### src/rtl/b91pd_pkg.sv
`timescale 1ns / 1ps
// ----------------------------------------------------------------------------
// b91pd_pkg: shared types and constants of the base-91 pair decoder
// Holds the queue entry that the front hands to the back, the queue status
// group and the fixed constants of the decoding scheme.
// ----------------------------------------------------------------------------
package b91pd_pkg;

  // Lowest character of the alphabet; below it a first character ends the stream
  localparam logic [7:0]  CHAR_BASE   = 8'h24;
  // Radix of the second character of a pair
  localparam logic [7:0]  RADIX       = 8'd91;
  // Accumulator after reset, marker bits only
  localparam logic [31:0] ACC_INIT    = 32'h0000_001f;
  // Bits that one pair adds to the accumulator
  localparam int unsigned PAIR_BITS   = 13;
  // Width of one decoded byte
  localparam int unsigned BYTE_BITS   = 8;
  // Marker bit that says another byte is ready
  localparam int unsigned MORE_BIT    = 12;
  // Most bytes that one pair can yield
  localparam logic [1:0]  MAX_BYTES   = 2'd3;
  // Width of the signed pair value carried through the queue
  localparam int unsigned ADDEND_BITS = 16;

  // One classified item, as passed from front to back
  typedef struct packed {
    logic                   is_end;
    logic [ADDEND_BITS-1:0] addend;
  } b91pd_entry_t;

  // Status of the queue between front and back
  typedef struct packed {
    logic full;
    logic empty;
  } b91pd_qstat_t;

endpackage

### src/rtl/b91pd_front.sv
`timescale 1ns / 1ps
// ----------------------------------------------------------------------------
// b91pd_front: character classifier
// Takes characters, skips NUL, pairs them up, spots the terminator and turns
// each complete pair into its signed 16-bit value for the back end.
// ----------------------------------------------------------------------------
module b91pd_front
  import b91pd_pkg::*;
(
  input  logic         clk,
  input  logic         rst_n,
  input  logic         in_push,
  input  logic [7:0]   in_char,
  input  b91pd_qstat_t qstat,
  output logic         q_wr,
  output b91pd_entry_t q_wdata
);

  logic       have_first_r, have_first_nxt;
  logic [7:0] first_char_r, first_char_nxt;
  logic       accept;
  logic       is_nul;
  logic       is_term;
  logic [8:0] second_off;
  logic [8:0] first_off;
  logic [ADDEND_BITS-1:0] second_scaled;

  // Transfer happens whenever the queue has room
  assign accept  = in_push && !qstat.full;
  assign is_nul  = (in_char == 8'd0);
  assign is_term = !have_first_r && (in_char < CHAR_BASE);

  // Offset both characters from the alphabet base, signed 9 bits
  assign second_off = {1'b0, in_char} - {1'b0, CHAR_BASE};
  assign first_off  = {1'b0, first_char_r} - {1'b0, CHAR_BASE};

  // Scale the second character by the radix; the result fits 16 signed bits
  assign second_scaled = ADDEND_BITS'($signed({{(ADDEND_BITS-9){second_off[8]}}, second_off})
                         * $signed({{(ADDEND_BITS-8){1'b0}}, RADIX}));

  // Build the queue entry
  always_comb begin
    q_wdata.is_end = is_term;
    q_wdata.addend = is_term ? '0
                   : second_scaled + {{(ADDEND_BITS-9){first_off[8]}}, first_off};
    q_wr           = accept && !is_nul && (is_term || have_first_r);
  end

  // Track the pending first character
  always_comb begin
    have_first_nxt = have_first_r;
    first_char_nxt = first_char_r;
    if (accept && !is_nul) begin
      if (have_first_r || is_term) begin
        have_first_nxt = 1'b0;
        first_char_nxt = 8'd0;
      end else begin
        have_first_nxt = 1'b1;
        first_char_nxt = in_char;
      end
    end
  end

  always_ff @(posedge clk) begin
    if (!rst_n) begin
      have_first_r <= 1'b0;
      first_char_r <= 8'd0;
    end else begin
      have_first_r <= have_first_nxt;
      first_char_r <= first_char_nxt;
    end
  end

endmodule

### src/rtl/b91pd_queue.sv
`timescale 1ns / 1ps
// ----------------------------------------------------------------------------
// b91pd_queue: entry queue between front and back
// Short first-in first-out store of classified items, so that the character
// side and the byte side stall independently.
// ----------------------------------------------------------------------------
module b91pd_queue
  import b91pd_pkg::*;
#(
  parameter int unsigned DEPTH = 2
) (
  input  logic         clk,
  input  logic         rst_n,
  input  logic         wr,
  input  b91pd_entry_t wdata,
  input  logic         rd,
  output b91pd_entry_t rdata,
  output b91pd_qstat_t qstat
);

  localparam int unsigned PW = (DEPTH > 1) ? $clog2(DEPTH) : 1;
  localparam int unsigned CW = $clog2(DEPTH + 1);

  b91pd_entry_t  mem [DEPTH];
  logic [PW-1:0] wr_ptr_r, rd_ptr_r;
  logic [CW-1:0] count_r;
  logic          do_wr, do_rd;

  assign qstat.full  = (count_r == CW'(DEPTH));
  assign qstat.empty = (count_r == '0);
  assign do_wr       = wr && !qstat.full;
  assign do_rd       = rd && !qstat.empty;
  assign rdata       = mem[rd_ptr_r];

  // Store the entry
  always_ff @(posedge clk) begin
    if (do_wr) begin
      mem[wr_ptr_r] <= wdata;
    end
  end

  // Advance pointers and fill count
  always_ff @(posedge clk) begin
    if (!rst_n) begin
      wr_ptr_r <= '0;
      rd_ptr_r <= '0;
      count_r  <= '0;
    end else begin
      if (do_wr) begin
        wr_ptr_r <= (wr_ptr_r == PW'(DEPTH - 1)) ? '0 : wr_ptr_r + 1'b1;
      end
      if (do_rd) begin
        rd_ptr_r <= (rd_ptr_r == PW'(DEPTH - 1)) ? '0 : rd_ptr_r + 1'b1;
      end
      if (do_wr && !do_rd) begin
        count_r <= count_r + 1'b1;
      end else if (do_rd && !do_wr) begin
        count_r <= count_r - 1'b1;
      end
    end
  end

endmodule

### src/rtl/b91pd_back.sv
`timescale 1ns / 1ps
// ----------------------------------------------------------------------------
// b91pd_back: accumulator and byte emitter
// Folds pair values into the 32-bit accumulator; shifts out one byte a cycle
// to the output register while it is free and the marker says more is ready.
// ----------------------------------------------------------------------------
module b91pd_back
  import b91pd_pkg::*;
(
  input  logic         clk,
  input  logic         rst_n,
  input  b91pd_entry_t q_rdata,
  input  b91pd_qstat_t qstat,
  output logic         q_rd,
  input  logic         out_pop,
  output logic         out_empty,
  output logic [7:0]   out_byte,
  output logic         out_last_of_run,
  output logic         out_end_seen
);

  typedef enum logic {
    ST_IDLE,
    ST_EMIT
  } state_t;

  state_t      state_r;
  logic [31:0] acc_r;
  logic [1:0]  n_r;
  logic        out_valid_r, out_valid_nxt;
  logic [7:0]  out_byte_r;
  logic        out_last_r;
  logic        out_end_r;

  logic        slot_free;
  logic        out_load;
  logic [31:0] acc_load;
  logic [31:0] acc_shift;
  logic        more;

  // Output register frees up when empty or being taken this cycle
  assign slot_free = !out_valid_r || out_pop;
  assign q_rd      = (state_r == ST_IDLE) && !qstat.empty && slot_free;

  // Load the output register on an end report or an emitted byte
  assign out_load      = (q_rd && q_rdata.is_end) || ((state_r == ST_EMIT) && slot_free);
  // Hold a result until it is popped
  assign out_valid_nxt = out_load || (out_valid_r && !out_pop);

  // Make room for one pair and add its value, wrapping at 32 bits
  assign acc_load  = {acc_r[31-PAIR_BITS:0], {PAIR_BITS{1'b0}}}
                   + {{(32-ADDEND_BITS){q_rdata.addend[ADDEND_BITS-1]}}, q_rdata.addend};
  assign acc_shift = acc_r >> BYTE_BITS;
  assign more      = acc_shift[MORE_BIT] && (n_r < MAX_BYTES - 2'd1);

  assign out_empty       = !out_valid_r;
  assign out_byte        = out_byte_r;
  assign out_last_of_run = out_last_r;
  assign out_end_seen    = out_end_r;

  // Sequence loads and byte emission; hold results until popped
  always_ff @(posedge clk) begin
    if (!rst_n) begin
      state_r     <= ST_IDLE;
      acc_r       <= ACC_INIT;
      n_r         <= 2'd0;
      out_valid_r <= 1'b0;
    end else begin
      out_valid_r <= out_valid_nxt;
      unique case (state_r)
        ST_IDLE: begin
          if (q_rd) begin
            if (q_rdata.is_end) begin
              acc_r       <= ACC_INIT;
              out_byte_r  <= 8'd0;
              out_last_r  <= 1'b1;
              out_end_r   <= 1'b1;
            end else begin
              acc_r   <= acc_load;
              n_r     <= 2'd0;
              state_r <= ST_EMIT;
            end
          end
        end
        ST_EMIT: begin
          if (slot_free) begin
            out_byte_r  <= acc_r[7:0];
            out_last_r  <= !more;
            out_end_r   <= 1'b0;
            acc_r       <= acc_shift;
            if (more) begin
              n_r <= n_r + 2'd1;
            end else begin
              state_r <= ST_IDLE;
            end
          end
        end
        default: begin
          state_r <= ST_IDLE;
        end
      endcase
    end
  end

  // Byte count of one pair never reaches the limit while emitting
  a_count_bound: assert property (@(posedge clk) disable iff (!rst_n)
    (state_r == ST_EMIT) |-> (n_r < MAX_BYTES))
    else $error("byte count out of range");

  // End report carries a zero byte and closes its run
  a_end_shape: assert property (@(posedge clk) disable iff (!rst_n)
    (out_valid_r && out_end_r) |-> (out_byte_r == 8'd0 && out_last_r))
    else $error("malformed end report");

  // Terminator returns the accumulator to its marker value
  a_end_reset: assert property (@(posedge clk) disable iff (!rst_n)
    (q_rd && q_rdata.is_end) |=> (acc_r == ACC_INIT && state_r == ST_IDLE))
    else $error("accumulator not restored after end");

  // Queue is only read when it holds an entry and the result slot is free
  a_read_ok: assert property (@(posedge clk) disable iff (!rst_n)
    q_rd |-> (!qstat.empty && slot_free))
    else $error("queue read without entry or slot");

endmodule

### src/rtl/base91_pair_decoder_top.sv
`timescale 1ns / 1ps
// ----------------------------------------------------------------------------
// base91_pair_decoder_top: base-91 text to byte decoder
// Input side is a queue write port: drive in_char with in_push while in_full
// is low and the character transfers at that edge. NUL characters are
// dropped. Result side is a queue read port: while out_empty is low the
// oldest result sits on out_byte, out_last_of_run and out_end_seen, and it
// transfers at an edge with out_pop high. out_last_of_run marks the final
// result caused by one character; out_end_seen marks the terminator report.
// Characters transfer one a cycle until the internal entry queue fills.
// An end report passes through the entry queue and then the output register;
// the first byte of a pair passes through the queue, the accumulator and then
// the output register. Throughput is set by the back end: it folds a pair into
// the accumulator and then emits its bytes in turn, and it takes no new pair
// until the last byte of the current one has gone to the output register.
// Reset (rst_n low, synchronous) empties the queue, drops any half pair and
// loads the accumulator with its marker value. No clearing pass is needed.
// When the receiver stalls, the held result stays put, the back end stops,
// and in_full rises once the queue fills.
// ----------------------------------------------------------------------------
module base91_pair_decoder_top
  import b91pd_pkg::*;
#(
  parameter int unsigned QUEUE_DEPTH = 2
) (
  input  logic       clk,
  input  logic       rst_n,
  input  logic       in_push,
  output logic       in_full,
  input  logic [7:0] in_char,
  input  logic       out_pop,
  output logic       out_empty,
  output logic [7:0] out_byte,
  output logic       out_last_of_run,
  output logic       out_end_seen
);

  b91pd_qstat_t qstat;
  b91pd_entry_t q_wdata;
  b91pd_entry_t q_rdata;
  logic         q_wr;
  logic         q_rd;

  assign in_full = qstat.full;

  // Classify characters
  b91pd_front u_front (
    .clk     (clk),
    .rst_n   (rst_n),
    .in_push (in_push),
    .in_char (in_char),
    .qstat   (qstat),
    .q_wr    (q_wr),
    .q_wdata (q_wdata)
  );

  // Decouple the two sides
  b91pd_queue #(
    .DEPTH (QUEUE_DEPTH)
  ) u_queue (
    .clk   (clk),
    .rst_n (rst_n),
    .wr    (q_wr),
    .wdata (q_wdata),
    .rd    (q_rd),
    .rdata (q_rdata),
    .qstat (qstat)
  );

  // Accumulate and emit bytes
  b91pd_back u_back (
    .clk             (clk),
    .rst_n           (rst_n),
    .q_rdata         (q_rdata),
    .qstat           (qstat),
    .q_rd            (q_rd),
    .out_pop         (out_pop),
    .out_empty       (out_empty),
    .out_byte        (out_byte),
    .out_last_of_run (out_last_of_run),
    .out_end_seen    (out_end_seen)
  );

endmodule
### config.mk
export PLATFORM = sky130hd
export DESIGN_NAME = base91_pair_decoder_top
export DESIGN_NICKNAME = d
export VERILOG_FILES = /design/src/rtl/b91pd_pkg.sv /design/src/rtl/b91pd_front.sv /design/src/rtl/b91pd_queue.sv /design/src/rtl/b91pd_back.sv /design/src/rtl/base91_pair_decoder_top.sv
export SDC_FILE = /design/constraint.sdc
export NUM_CORES = 1
export LEC_CHECK = 0
export BUFFER_PORTS_ARGS = -buffer_cell sky130_fd_sc_hd__clkbuf_2
export CORE_UTILIZATION = 36
export CTS_BUF_LIST = sky130_fd_sc_hd__clkbuf_8
export CTS_CLUSTER_DIAMETER = 40
export DETAILED_ROUTE_END_ITERATION = 12
export PLACE_DENSITY_LB_ADDON = 0.12
export SYNTH_ARGS = -nofsm -noshare
export SYNTH_HDL_FRONTEND = slang
export SYNTH_HIERARCHICAL = 1
export SYNTH_SLANG_ARGS = --single-unit
### constraint.sdc
create_clock -name clk -period 6 [get_ports clk]
set_input_delay 1.2 -clock clk [delete_from_list [all_inputs] [get_ports clk]]
set_output_delay 1.2 -clock clk [all_outputs]
set_load 0.005 [all_outputs]
==> run_results.csv <==
group,metric,value,unit
setup_path,required,6200,ps
clocking,ctsResizeCount,0,
clocking,h-tree-depth,3,
timing,relSlewSlack,44.03,%
worst_hold_path,min_to,"u_back/acc_r[29]",
setup_path,cp_cell_sequence,"clkbuf_2, inv_1, ha_1, nand2b_1, nand2_1, xnor2_1, inv_1, fa_1, inv_1, fa_1, inv_1, fa_1, fa_1, inv_1, ha_1, a21o_1, a21oi_1, a21oi_1, o21a_1, o21a_1, nor3_1",
timing,min_period,5448,ps
power_and_ir_drop,cell_internal_pwr,2.478,mW
setup_path,startpoint_type,"input port",
timing,tightest_slew,839.6,ps
final_layout,layout-drive-gt1-share,13.64,%
setup_path,slowest_delay,540,ps
final_layout,layout_commonest_cell,"inv_1",
die,rows,50,
timing,report.final.hold_viol_count,0,
synth,syn_area,0.006844,mm2
synth,synthArstFlopShare,0,%
clocking,insertion_delay,380,ps
synth,syn_avg_cell_area,9.876,um2
timing,drv_slew,0,
global_route,grt_usage,16.39,%
die,die_w,139.9,um
setup_path,worstSetupPathType,"in2reg",
run,cap_violations,0,
synth,ys.flop_type,"dfxtp_1",
final_layout,instances_no_fill,960,
synth,synth-seq-cells,94,
synth,netlist_instances,693,
synth,yosys_warnings,6,
setup_path,cp-end-kind,"flop",
placed_design,port_buffers,23,
timing,tns,0,ps
final_layout,areaGrowthSynthToFinish,9.525,%
setup_path,path_max_fanout,6,
power_and_ir_drop,p_leak,3.190,nW
die,top_level_ports,24,
power_and_ir_drop,pwr_density_cell,616.3,mW/mm2
routing,wl_per_cell,15.82,um
routing,drt_wl_total,15190,um
synth,synth_edf_count,44,
global_route,use_met1,22.17,%
setup_path,critical-path-slowest-cell,"fa_1",
power_and_ir_drop,p_sw_share,46.37,%
setup_path,reg2reg_depth,19,
timing,fin_crit_sh,90.80,%
clocking,cts-root-buf,"clkbuf_8",
global_route,met3_usage,2.925,%
routing,viasPerCell,5.297,
routing,firstDrtPassIters,4,
run_status,status,"complete, no violations",
die,dieArea,0.01957,mm2
global_route,grt_max_degree,47,
timing,rsz0062_at_grt,"false",
clocking,cts_buffer_depth,2,
routing,num_vias,5085,
timing,finalClockSkew,16.47,ps
setup_path,crit_top_cell,"inv_1",
worst_hold_path,hold_path_class,"reg2reg",
clocking,path_clk_slew,110,ps
power_and_ir_drop,pwr-share-seq,23.8,%
timing,fmax,183.6,MHz
placed_design,hpwlAfterDp,11760,um
routing,drtIter0Drc,253,
synth,yosysSeqAreaShare,33.93,%
setup_path,reg2reg_slack,1170,ps
power_and_ir_drop,power.share.clock,9.9,%
power_and_ir_drop,power.total,4.620,mW
clocking,cts_tree,"done",
worst_hold_path,hold_path.startpoint,"u_back/acc_r[29]",
power_and_ir_drop,combPwrFrac,66.3,%
routing,postRouteAntennaNets,0,
setup_path,r2r-end,"u_queue/mem[1][14]",
setup_path,cp.arrival,5650,ps
synth,ys_types,66,
clocking,cts_setup_buffers,0,
die,core_area,0.01864,mm2
setup_path,r2r_start,"u_front/first_char_r[2]",
routing,drc,0,
die,start_util,36.71,%
synth,syn_nets,797,
final_layout,fin_util,40.21,%
global_route,grt_pass1_wl,25240,um
global_route,grt_busiest_layer,"met2",
die,chipHeight,139.9,um
final_layout,antenna_cells,0,
global_route,grt_pass1_vias,4906,
worst_hold_path,hold_depth,2,
placed_design,gp_congestion,0.8458,
final_layout,final_nets,825,
power_and_ir_drop,net-switching-power,2.142,mW
global_route,grt.overflow.total,0,
clocking,clock-sinks,94,
placed_design,placedCellCount,944,
power_and_ir_drop,ir_drop,0.3666,mV
clocking,postCtsHoldBufs,0,
clocking,cts_buffers,9,
final_layout,layout_common_cells,"inv_1, ha_1, dfxtp_1, edfxtp_1, nor2_1",
global_route,use_met2,26.66,%
timing,setup_viol,0,
global_route,antenna_found_initial,0,
-- sequential cells by signal (all words and copies together) (netlist names), named ones only --
signal and count:
u_back/state_r 1, u_back/n_r 2, u_back/out_last_of_run 1, u_front/first_char_r 8, u_back/acc_r 32, u_queue/count_r 2, u_front/have_first_r 1, u_queue/rd_ptr_r 1
u_back/out_byte 8, u_queue/mem 34, u_queue/wr_ptr_r 1, u_back/out_end_seen 1, u_back/out_valid_r 1
-- layout make-up --
cell class,count,area (um2)
fillers,1867,11150
well taps,234,292.8
flip-flops and latches,94,2322
inverters,86,322.8
repair buffers,42,257.7
clock buffers,9,123.9
multi-input cells,488,4090
clock inverters,7,86.33
-- critical path: cells and delay by family --
| kind | cells | cell delay [ps] |
|---|---|---|
| simple gates | 3 | 370 |
| xor+xnor | 1 | 180 |
| compound gates | 5 | 870 |
| fa+ha+maj | 6 | 2530 |
| buf+inv | 6 | 480 |
-- layer usage --
| layer | routed length, um | vias up |
|---|---|---|
| met4 | 190 | 0 |
| met5 | 0 | - |
| li1 | - | 2505 |
| met1 | 7306 | 2485 |
| met3 | 467 | 13 |
| met2 | 7221 | 82 |
-- synthesized netlist by cell type (all sizes together), types with 3 or more instances --
library cell  number  share of area [%]
a211oi             3               0.40
and3              12                1.1
nor3              15                1.2
dfxtp             50                 15
buf                6               0.60
edfxtp            44                 19
a21boi             7               0.82
o221ai             5               0.64
nand4              5               0.46
or4b               3               0.44
xnor2             23                2.9
mux2              18                3.0
a21oi             30                2.6
a22oi              8               0.88
a221oi            16                2.0
and2              14                1.3
xor2              12                1.5
o31ai              3               0.60
nand3             14                1.0
o21a               4               0.44
nor2b             23                2.1
fa                33                9.7
o211ai             6               0.66
a31oi              6               0.55
ha                59                 11
nand3b             3               0.33
nand2             34                1.9
o21bai             4               0.44
nor2              43                2.5
inv               86                4.7
o21ai             26                2.0
clkbuf            19                1.0
mux2i              6               0.88
a21o              14                1.5
nand2b             6               0.55
nor3b             12                1.3
-- how the worst max path moves through the flow --
stage,cells after the start,from,end,slack [ps]
floorplan,20,in_char[2],u_queue/mem[0][11],240
global placement,21,in_char[2],u_queue/mem[0][15],240
detailed placement,21,in_char[2],u_queue/mem[0][11],130
CTS,21,in_char[3],u_queue/mem[1][11],530
global route,21,in_char[3],u_queue/mem[0][11],230
finish,21,in_char[3],u_queue/mem[0][11],550
-- power by group through the flow --
stage          sequential [mW]  clock, mW  combinational, mW
4_1_cts                   1.10      0.472               3.09
6_report                  1.10      0.457               3.06
5_1_grt                   1.12      0.494               3.50
2_1_floorplan             1.08          0               2.36
3_3_place_gp              1.11          0               3.04
3_5_place_dp              1.12          0               3.06
-- cells by family (layout without fill, tap and decap cells) --
logic type,after synthesis,in the layout,synth area share (%)
flip-flops,94,94,33.93
XOR/XNOR,35,35,4.479
AO/OA/AOI/OAI,148,148,16.14
AND/OR/NAND/NOR,189,189,14.81
buffers and inverters,111,144,6.362
adder cells (fa/ha/maj),92,92,20.44
multiplexers,24,24,3.839
-- per-stage QoR --
stage               hold WS (ps)  setup WS [ps]  instance area (um2)
floorplan                  425.1          244.2                 6844
global placement           445.5          238.5                 7286
detailed placement         451.8          134.7                 7286
CTS                        469.0          525.8                 7496
global route               492.8          229.3                 7496
finish                     472.7          552.1                 7496
Power figures use the tool's default switching activity.
